===== src/rtl/core/urs_pkg.sv =====
// Shared constants for the ultrasonic ranging sequencer: register indexes,
// reset values, status codes and the widths of the distance divider.
// No dependencies.
package urs_pkg;

   localparam int COUNT_WIDTH_DEF = 17;

   localparam int CSR_INDEX_W = 2;
   localparam int CSR_DATA_W  = 16;

   localparam int TRIG_W   = 10;
   localparam int TMO_W    = 16;
   localparam int FACTOR_W = 8;
   localparam int STATUS_W = 2;
   localparam int WIDTH_W  = 16;
   localparam int DIST_W   = 24;
   localparam int FRAC_W   = 8;

   // dividend = (width << 8) + (factor << 7)
   localparam int DVD_W = WIDTH_W + FRAC_W + 1;

   localparam logic [CSR_INDEX_W-1:0] CSR_TRIGGER_TICKS = 2'd0;
   localparam logic [CSR_INDEX_W-1:0] CSR_START_TIMEOUT = 2'd1;
   localparam logic [CSR_INDEX_W-1:0] CSR_ECHO_TIMEOUT  = 2'd2;
   localparam logic [CSR_INDEX_W-1:0] CSR_CONV_FACTOR   = 2'd3;

   localparam logic [TRIG_W-1:0]   TRIGGER_TICKS_RST = 10'd10;
   localparam logic [TMO_W-1:0]    START_TIMEOUT_RST = 16'd5000;
   localparam logic [TMO_W-1:0]    ECHO_TIMEOUT_RST  = 16'd60000;
   localparam logic [FACTOR_W-1:0] CONV_FACTOR_RST   = 8'd57;

   localparam logic [STATUS_W-1:0] ST_VALID    = 2'd0;
   localparam logic [STATUS_W-1:0] ST_NO_OBJ   = 2'd1;
   localparam logic [STATUS_W-1:0] ST_NO_FIRE  = 2'd2;

endpackage


===== src/rtl/core/urs_div.sv =====
// Radix-2 restoring divider, one quotient bit per cycle, for the distance.
// Depends on urs_pkg for the dividend and divisor widths.
module urs_div (
   input  logic                                  clock,
   input  logic                                  reset,
   input  logic                                  start,
   input  logic [urs_pkg::DVD_W-1:0]             dividend,
   input  logic [urs_pkg::FACTOR_W-1:0]          divisor,
   output logic                                  busy,
   output logic [urs_pkg::DIST_W-1:0]            quotient
);

   localparam int DVD_W  = urs_pkg::DVD_W;
   localparam int DIV_W  = urs_pkg::FACTOR_W;
   localparam int STEP_W = $clog2(DVD_W);

   logic              busy_ff, busy_in;
   logic [STEP_W-1:0] step_ff, step_in;
   logic [DIV_W-1:0]  rem_ff, rem_in;
   logic [DVD_W-1:0]  dvd_ff, dvd_in;
   logic [DIV_W-1:0]  dsr_ff, dsr_in;

   logic [DIV_W:0]    trial;
   logic [DIV_W:0]    diff;
   logic              fits;

   always_comb begin
      trial   = {rem_ff, dvd_ff[DVD_W-1]};
      fits    = (trial >= {1'b0, dsr_ff});
      diff    = trial - {1'b0, dsr_ff};
      busy_in = busy_ff;
      step_in = step_ff;
      rem_in  = rem_ff;
      dvd_in  = dvd_ff;
      dsr_in  = dsr_ff;
      if (start) begin
         busy_in = 1'b1;
         step_in = STEP_W'(DVD_W - 1);
         rem_in  = '0;
         dvd_in  = dividend;
         dsr_in  = divisor;
      end else if (busy_ff) begin
         rem_in = fits ? diff[DIV_W-1:0] : trial[DIV_W-1:0];
         dvd_in = {dvd_ff[DVD_W-2:0], fits};
         if (step_ff == '0) begin
            busy_in = 1'b0;
         end else begin
            step_in = step_ff - 1'b1;
         end
      end
   end

   always_ff @(posedge clock) begin
      if (reset) begin
         busy_ff <= 1'b0;
         step_ff <= '0;
      end else begin
         busy_ff <= busy_in;
         step_ff <= step_in;
      end
      rem_ff <= rem_in;
      dvd_ff <= dvd_in;
      dsr_ff <= dsr_in;
   end

   assign busy     = busy_ff;
   assign quotient = dvd_ff[urs_pkg::DIST_W-1:0];

endmodule


===== src/rtl/core/ultrasonic_ranging_sequencer_unit.sv =====
// Top level of the ultrasonic ranging sequencer: tick sequencer, config
// registers and result register. Depends on urs_pkg and urs_div.
//
// Usage: each transfer on the req_ channel is one microsecond tick with the
// sampled echo level; each tick yields exactly one transfer on the rsp_
// channel carrying the trigger drive level, a done flag, a status code, the
// echo width and the distance in centimetres (Q16.8).
// Flow: a tick that does not end an echo gives its result on the cycle
// after its transfer, and the next tick is taken in that same cycle, so one
// tick per cycle is sustained while rsp_ready is high. A tick that ends a
// valid echo starts the restoring divider (one quotient bit per cycle, 25
// bits); req_ready is low until the divider is done and its result is
// registered. The result register holds a result until rsp_ready takes it;
// a new tick is taken while the register drains in the same cycle.
// Reset: synchronous, active high; registers return to their defaults
// (trigger 10, start timeout 5000, echo timeout 60000, factor 57) and the
// sequencer restarts with a trigger pulse. csr_ writes take effect at once;
// the user must make them only while no tick is in flight (unchecked here).
module ultrasonic_ranging_sequencer_unit #(
   parameter int COUNT_WIDTH = urs_pkg::COUNT_WIDTH_DEF
) (
   input  logic                              clock,
   input  logic                              reset,
   input  logic                              req_valid,
   output logic                              req_ready,
   input  logic                              req_echo_level,
   output logic                              rsp_valid,
   input  logic                              rsp_ready,
   output logic                              rsp_trigger_out,
   output logic                              rsp_done_res,
   output logic [urs_pkg::STATUS_W-1:0]      rsp_status,
   output logic [urs_pkg::WIDTH_W-1:0]       rsp_echo_width,
   output logic [urs_pkg::DIST_W-1:0]        rsp_distance_q8,
   input  logic                              csr_we,
   input  logic [urs_pkg::CSR_INDEX_W-1:0]   csr_index,
   input  logic [urs_pkg::CSR_DATA_W-1:0]    csr_wdata
);

   localparam int CW    = COUNT_WIDTH;
   localparam int CMP_W = (CW > urs_pkg::TMO_W) ? CW : urs_pkg::TMO_W;
   localparam logic [CW-1:0] CNT_MAX = {CW{1'b1}};

   typedef logic [CMP_W-1:0] cmp_type;

   typedef enum logic [1:0] {
      PH_TRIG = 2'd0,
      PH_WAIT = 2'd1,
      PH_ECHO = 2'd2
   } phase_type;

   typedef enum logic {
      S_IDLE,
      S_DIV
   } state_type;

   logic [urs_pkg::TRIG_W-1:0]   trig_ticks_ff;
   logic [urs_pkg::TMO_W-1:0]    start_tmo_ff;
   logic [urs_pkg::TMO_W-1:0]    echo_tmo_ff;
   logic [urs_pkg::FACTOR_W-1:0] factor_ff;

   state_type                    state_ff, state_in;
   phase_type                    phase_ff, phase_in;
   logic [CW-1:0]                cnt_ff, cnt_in;
   logic [urs_pkg::WIDTH_W-1:0]  hold_width_ff, hold_width_in;

   logic                         rsp_valid_ff, rsp_valid_in;
   logic                         rsp_trig_ff, rsp_trig_in;
   logic                         rsp_done_ff, rsp_done_in;
   logic [urs_pkg::STATUS_W-1:0] rsp_status_ff, rsp_status_in;
   logic [urs_pkg::WIDTH_W-1:0]  rsp_width_ff, rsp_width_in;
   logic [urs_pkg::DIST_W-1:0]   rsp_dist_ff, rsp_dist_in;

   logic                         accept;
   logic                         out_free;
   logic [CW-1:0]                cnt_inc;
   logic                         cnt_inc_max;
   cmp_type                      cnt_ext;
   cmp_type                      cnt_inc_ext;
   cmp_type                      trig_lim;
   cmp_type                      start_lim;
   cmp_type                      echo_lim;
   logic [urs_pkg::FACTOR_W-1:0] factor_eff;

   phase_type                    step_phase;
   logic [CW-1:0]                step_cnt;
   logic                         step_trig;
   logic                         step_done;
   logic [urs_pkg::STATUS_W-1:0] step_status;
   logic [urs_pkg::WIDTH_W-1:0]  step_width;
   logic                         step_div;

   logic                         div_start;
   logic                         div_busy;
   logic [urs_pkg::DVD_W-1:0]    div_dividend;
   logic [urs_pkg::DIST_W-1:0]   div_quotient;

   always_ff @(posedge clock) begin
      if (reset) begin
         trig_ticks_ff <= urs_pkg::TRIGGER_TICKS_RST;
         start_tmo_ff  <= urs_pkg::START_TIMEOUT_RST;
         echo_tmo_ff   <= urs_pkg::ECHO_TIMEOUT_RST;
         factor_ff     <= urs_pkg::CONV_FACTOR_RST;
      end else if (csr_we) begin
         unique case (csr_index)
            urs_pkg::CSR_TRIGGER_TICKS: trig_ticks_ff <= csr_wdata[urs_pkg::TRIG_W-1:0];
            urs_pkg::CSR_START_TIMEOUT: start_tmo_ff  <= csr_wdata[urs_pkg::TMO_W-1:0];
            urs_pkg::CSR_ECHO_TIMEOUT:  echo_tmo_ff   <= csr_wdata[urs_pkg::TMO_W-1:0];
            urs_pkg::CSR_CONV_FACTOR:   factor_ff     <= csr_wdata[urs_pkg::FACTOR_W-1:0];
         endcase
      end
   end

   // zero-valued limits and conversion factor act as one
   always_comb begin
      trig_lim   = (trig_ticks_ff == '0) ? cmp_type'(1) : cmp_type'(trig_ticks_ff);
      start_lim  = (start_tmo_ff == '0)  ? cmp_type'(1) : cmp_type'(start_tmo_ff);
      echo_lim   = (echo_tmo_ff == '0)   ? cmp_type'(1) : cmp_type'(echo_tmo_ff);
      factor_eff = (factor_ff == '0) ? urs_pkg::FACTOR_W'(1) : factor_ff;
   end

   always_comb begin
      cnt_inc_max = (cnt_ff == CNT_MAX);
      cnt_inc     = cnt_inc_max ? cnt_ff : cnt_ff + 1'b1;
      cnt_ext     = cmp_type'(cnt_ff);
      cnt_inc_ext = cmp_type'(cnt_inc);
   end

   // one tick of the ranging sequence
   always_comb begin
      step_phase  = phase_ff;
      step_cnt    = cnt_ff;
      step_trig   = 1'b0;
      step_done   = 1'b0;
      step_status = urs_pkg::ST_VALID;
      step_width  = '0;
      step_div    = 1'b0;
      unique case (phase_ff)
         PH_WAIT: begin
            if (req_echo_level) begin
               if (echo_lim <= cmp_type'(1)) begin
                  step_done   = 1'b1;
                  step_status = urs_pkg::ST_NO_OBJ;
                  step_width  = urs_pkg::WIDTH_W'(1);
                  step_phase  = PH_TRIG;
                  step_cnt    = '0;
               end else begin
                  step_phase = PH_ECHO;
                  step_cnt   = CW'(1);
               end
            end else begin
               step_cnt = cnt_inc;
               if (cnt_inc_ext >= start_lim || cnt_inc == CNT_MAX) begin
                  step_done   = 1'b1;
                  step_status = urs_pkg::ST_NO_FIRE;
                  step_phase  = PH_TRIG;
                  step_cnt    = '0;
               end
            end
         end
         PH_ECHO: begin
            if (!req_echo_level) begin
               step_done  = 1'b1;
               step_width = cnt_ext[urs_pkg::WIDTH_W-1:0];
               step_div   = 1'b1;
               step_phase = PH_TRIG;
               step_cnt   = '0;
            end else begin
               step_cnt = cnt_inc;
               if (cnt_inc_ext >= echo_lim || cnt_inc == CNT_MAX) begin
                  step_done   = 1'b1;
                  step_status = urs_pkg::ST_NO_OBJ;
                  step_width  = cnt_inc_ext[urs_pkg::WIDTH_W-1:0];
                  step_phase  = PH_TRIG;
                  step_cnt    = '0;
               end
            end
         end
         default: begin
            step_trig = 1'b1;
            step_cnt  = cnt_inc;
            if (cnt_inc_ext >= trig_lim || cnt_inc == CNT_MAX) begin
               step_phase = PH_WAIT;
               step_cnt   = '0;
            end
         end
      endcase
   end

   assign out_free  = !rsp_valid_ff || rsp_ready;
   assign req_ready = (state_ff == S_IDLE) && out_free;
   assign accept    = req_valid && req_ready;

   assign div_dividend = {1'b0, step_width, {urs_pkg::FRAC_W{1'b0}}}
                       + {{(urs_pkg::DVD_W - urs_pkg::FACTOR_W - urs_pkg::FRAC_W + 1){1'b0}},
                          factor_eff, {(urs_pkg::FRAC_W - 1){1'b0}}};
   assign div_start    = accept && step_div;

   urs_div u_div (
      .clock    (clock),
      .reset    (reset),
      .start    (div_start),
      .dividend (div_dividend),
      .divisor  (factor_eff),
      .busy     (div_busy),
      .quotient (div_quotient)
   );

   always_comb begin
      state_in      = state_ff;
      phase_in      = phase_ff;
      cnt_in        = cnt_ff;
      hold_width_in = hold_width_ff;
      rsp_valid_in  = rsp_valid_ff && !rsp_ready;
      rsp_trig_in   = rsp_trig_ff;
      rsp_done_in   = rsp_done_ff;
      rsp_status_in = rsp_status_ff;
      rsp_width_in  = rsp_width_ff;
      rsp_dist_in   = rsp_dist_ff;
      unique case (state_ff)
         S_IDLE: begin
            if (accept) begin
               phase_in = step_phase;
               cnt_in   = step_cnt;
               if (step_div) begin
                  state_in      = S_DIV;
                  hold_width_in = step_width;
               end else begin
                  rsp_valid_in  = 1'b1;
                  rsp_trig_in   = step_trig;
                  rsp_done_in   = step_done;
                  rsp_status_in = step_status;
                  rsp_width_in  = step_width;
                  rsp_dist_in   = '0;
               end
            end
         end
         S_DIV: begin
            if (!div_busy && out_free) begin
               state_in      = S_IDLE;
               rsp_valid_in  = 1'b1;
               rsp_trig_in   = 1'b0;
               rsp_done_in   = 1'b1;
               rsp_status_in = urs_pkg::ST_VALID;
               rsp_width_in  = hold_width_ff;
               rsp_dist_in   = div_quotient;
            end
         end
      endcase
   end

   always_ff @(posedge clock) begin
      if (reset) begin
         state_ff     <= S_IDLE;
         phase_ff     <= PH_TRIG;
         cnt_ff       <= '0;
         rsp_valid_ff <= 1'b0;
      end else begin
         state_ff     <= state_in;
         phase_ff     <= phase_in;
         cnt_ff       <= cnt_in;
         rsp_valid_ff <= rsp_valid_in;
      end
      hold_width_ff <= hold_width_in;
      rsp_trig_ff   <= rsp_trig_in;
      rsp_done_ff   <= rsp_done_in;
      rsp_status_ff <= rsp_status_in;
      rsp_width_ff  <= rsp_width_in;
      rsp_dist_ff   <= rsp_dist_in;
   end

   assign rsp_valid       = rsp_valid_ff;
   assign rsp_trigger_out = rsp_trig_ff;
   assign rsp_done_res    = rsp_done_ff;
   assign rsp_status      = rsp_status_ff;
   assign rsp_echo_width  = rsp_width_ff;
   assign rsp_distance_q8 = rsp_dist_ff;

endmodule

===== config.mk =====
export PLATFORM = sky130hd
export DESIGN_NAME = ultrasonic_ranging_sequencer_unit
export DESIGN_NICKNAME = d
export VERILOG_FILES = /design/src/rtl/core/urs_pkg.sv /design/src/rtl/core/urs_div.sv /design/src/rtl/core/ultrasonic_ranging_sequencer_unit.sv
export SDC_FILE = /design/constraint.sdc
export NUM_CORES = 1
export LEC_CHECK = 0
export BUFFER_PORTS_ARGS = -buffer_cell sky130_fd_sc_hd__buf_4
export CAP_MARGIN = 20
export CORE_AREA = 2 2 184 186
export CTS_BUF_LIST = sky130_fd_sc_hd__clkbuf_8
export CTS_CLUSTER_DIAMETER = 200
export CTS_CLUSTER_SIZE = 40
export DETAILED_ROUTE_END_ITERATION = 10
export DIE_AREA = 0 0 186 188
export GPL_ROUTABILITY_DRIVEN = 0
export SKIP_CTS_REPAIR_TIMING = 1
export SLEW_MARGIN = 10
export SYNTH_ARGS = -nofsm -noshare
export SYNTH_HDL_FRONTEND = slang
export SYNTH_SLANG_ARGS = --single-unit

===== constraint.sdc =====
create_clock -name clock -period 5.9 [get_ports clock]
set_input_delay 1.18 -clock clock [delete_from_list [all_inputs] [get_ports clock]]
set_output_delay 1.18 -clock clock [all_outputs]
set_load 0.01 [all_outputs]

==> results by group <==
Routing
  • DR WL/cell: ~16 µm
  • Routed Antenna Nets: 0
  • DRT Wirelength: around 25,000 µm
  • Drt pass-1 iters: 5
  • Via/cell ratio: around 5.0
  • Starting DRT DRC Count: 660
  • Via Count: approximately 7,700
  • DR DRC count: 0

Worst setup path
  • Req. time, crit path: slightly above 6 ns
  • CP most frequent cell: ha_1
  • R2R Path End: u_div.dvd_ff[23]$_DFFE_PP_
  • FF-to-FF Start: cnt_ext[1]$_SDFFE_PP0P_
  • R2R Setup Slk: 0.27 ns
  • CP max stage delay: between 0.4 and 0.5 ns
  • Slowest cell on crit path: or3_4
  • Critical path class: register to register
  • Crit path cell chain: ha_1 > nand3_2 > or3_4 > or3_4 > xnor2_4 > ha_1 > a211oi_1 > o21ai_0 > a21oi_2 > a31oi_4 > buf_4 > a22oi_1 > nor2_1 > ha_1 > nand3_1 > o2111ai_1 > o211ai_1 > nor3_1 > o211ai_1 > a211oi_2 > a311o_1 > a31oi_1
  • Cell family with most CP delay: compound AO/OA/AOI/OAI gates
  • Reg2Reg Depth: 22
  • Data arrival, critical path: between 5 and 6 ns
  • Buf/Inv on CP: 1
  • Critical-path maximum fanout: 7
  • CP Launch Type: register
  • Critical Path End Type: register

Pwr
  • Sequential Power Share: between 50 and 60%
  • NetSw: about 0.65 mW
  • Worst vdd ir: approximately 0.00014 V
  • Clk pwr share: between 30% and 40%
  • Pleak: between 4 and 5 nW
  • Power Dens Cells: 212 nW/µm²
  • Int Power: about 1.8 mW
  • Tot Pwr: between 2 and 2.5 mW
  • Switching part of the total power: between 20% and 30%
  • Combinational share of power: about 10%

STA
  • Clock skew: 0.0249 ns
  • Least-Margin Pin Slew: 1.07 ns
  • Relative slew margins: between 20% and 30%
  • Setup violations, final: 0
  • Period minus WS final: 5.63 ns
  • Fmax: 177 MHz
  • Slew Viols, Final: 0
  • Worst hold slack: ~0.47 ns
  • Crit share post-route: between 90% and 100%
  • Final Hold Fails: 0

Placed design
  • Number of I/O port buffers: 69
  • Post-DP HPWL: ~19,000 µm
  • Placed insts: 1,518

Floorplan
  • Number of cell rows: between 60 and 70
  • DIE AREA: approximately 35,000 µm²
  • Die Wd: ~190 µm
  • Io pins: 70
  • Core ar.: 33,100 µm²
  • DIE HEIGHT: 188 µm
  • Initial core utilization: around 29%

Clock network
  • Worst skew pair latency: 0.50 ns
  • Clk sinks: around 180
  • Clk slew on worst S/H paths: approximately 0.11 ns
  • Root buf cell: clkbuf_8
  • CTS Buf Count: 17
  • CTS tree: yes
  • Max clock buf depth: 2
  • H-tree depth: 4

Finish
  • Share of cells above drive strength 1: between 10% and 20%
  • Fin cells: between 1,500 and 2,000
  • Ant diodes: 0
  • Area grow syn2layout: 16.5%
  • Post-layout nets: around 1,200

Synth
  • Yosys reg bits: approximately 180
  • Commonest cells post-synth: 132 x nand2_1, 93 x edfxtp_1, 85 x dfxtp_1, 74 x a21oi_1, 74 x inv_1
  • Syn Inst Count: between 1,000 and 1,500
  • Main synth FF type: edfxtp_1
  • Most numerous cell in the Yosys netlist: nand2_1
  • Post-synth EDFFs: just over 90
  • Synth Net Count: between 1,000 and 1,500
  • Largest cells by area after synthesis: edfxtp_1 29%, dfxtp_1 17%, ha_1 8.0%, nand2_1 5.1%, a21oi_1 3.8%
  • Ys Warns: 0
  • Synth unique cells: just over 70
  • Sequential area share after synthesis: between 40% and 50%
  • Synth Cell Area: around 9700 µm²
  • Synth async-reset ratio: 0%
  • Yosys top cell by area: edfxtp_1
  • Post-Syn Area per Cell: about 9.5 µm²
  • Area fraction of the dominant cell type after synthesis: 28.7%

Min path
  • Endpoint, Worst Hold: start_tmo_ff[0]$_SDFFE_PP0P_
  • Hold path startpoint: start_tmo_ff[0]$_SDFFE_PP0P_
  • Hold Crit Depth: 2
  • HP Class: register to register

Outcome
  • Status: finished clean

GRT
  • Gr ovfl total: 0
  • Pin count of the biggest net entering global routing: 57
  • Global-route wire length before repair: between 40,000 and 50,000 µm
  • Antenna violations before repair: 0
  • Gr usage total: between 10% and 20%
  • Number of global-route vias before repair: approximately 7,200

Flow run
  • Max Cap Violations: 0
==> metrics by stage <==
step                setup slack [ns]  setup TNS, ns  instance area, µm²  utilization [%]
global placement               0.158              0               10800             32.6
CTS                           -0.141         -0.240               11200             33.8
finish                         0.265              0               11300             34.3
floorplan                      0.577              0                9740                -
detailed placement            -0.131         -0.152               10800             32.7
global route                 -0.0676         -0.165               11300             34.3
==> per-layer routing <==
layer	part of all wire [%]	vias up	routed length [µm]	track usage, %
met4	1.8	0	467	4.39
met2	42	226	10700	21.5
li1	-	3845	-	-
met5	0	-	0	0
met3	5.8	35	1480	2.97
met1	50	3634	12600	22.2
==> sequential cells by signal (all words and copies together) (netlist names), 10 cells and up <==
| register | count |
|---|---|
| start_tmo_ff | 16 |
| hold_width_ff | 16 |
| rsp_echo_width | 16 |
| echo_tmo_ff | 16 |
| trig_ticks_ff | 10 |
| cnt_ext | 17 |
| rsp_distance_q8 | 24 |
| u_div.dvd_ff | 25 |
==> how the worst max path moves through the flow <==
stage                             from                         end  slack (ns)  cells after the start
2_1_floorplan  cnt_ext[1]$_SDFFE_PP0P_  u_div.dvd_ff[22]$_DFFE_PP_        0.58                     26
3_3_place_gp   cnt_ext[1]$_SDFFE_PP0P_  u_div.dvd_ff[22]$_DFFE_PP_        0.16                     24
3_5_place_dp   cnt_ext[1]$_SDFFE_PP0P_  u_div.dvd_ff[23]$_DFFE_PP_       -0.13                     22
4_1_cts        cnt_ext[1]$_SDFFE_PP0P_  u_div.dvd_ff[23]$_DFFE_PP_       -0.14                     21
5_1_grt        cnt_ext[1]$_SDFFE_PP0P_  u_div.dvd_ff[23]$_DFFE_PP_       -0.07                     22
6_report       cnt_ext[1]$_SDFFE_PP0P_  u_div.dvd_ff[23]$_DFFE_PP_        0.27                     22
==> cell families after synthesis <==
| group | share of synthesized area [%] |
|---|---|
| AO/OA/AOI/OAI | 15.9 |
| XOR/XNOR | 2.70 |
| adder cells (fa/ha/maj) | 8.38 |
| buffers and inverters | 5.41 |
| flip-flops | 46.2 |
| multiplexers | 2.75 |
| AND/OR/NAND/NOR | 18.7 |
==> power groups by stage <==
stage	Sequential (mW)	Clock [mW]	Combinational [mW]
after detailed placement	1.38	0	0.242
final	1.35	0.809	0.244
after CTS	1.36	0.830	0.244
after floorplan	1.38	0	0.151
after global routing	1.36	0.877	0.274
after global placement	1.38	0	0.240
==> layout make-up <==
class	count	area [µm²]
Clock buffer	19	262
Clock inverter	13	103
Fill cell	3398	21800
Inverter	74	278
Multi-Input combinational cell	718	4830
Sequential cell	178	4500
Tap cell	448	561
Timing Repair Buffer	107	815
==> cells in the final DEF (no fill, tap or decap), drive strengths merged, types with 10 or more instances in the layout <==
cell type	count
o21ai	43
a31oi	12
nor4	11
mux2i	12
and2	36
mux2	12
nor3	22
inv	80
buf	107
nand2	132
nand4	17
nor2	62
o211ai	14
dfxtp	85
a21oi	74
clkbuf	19
a32o	10
nand3	33
xor2	11
ha	62
xnor2	19
edfxtp	93
==> worst min-delay path, cell delays in order, from the launching register on <==
cell	delay [ns]
dfxtp_1	0.32
nand2_1	0.05
a21oi_1	0.05
No activity file was read; power rests on OpenSTA's default activity.
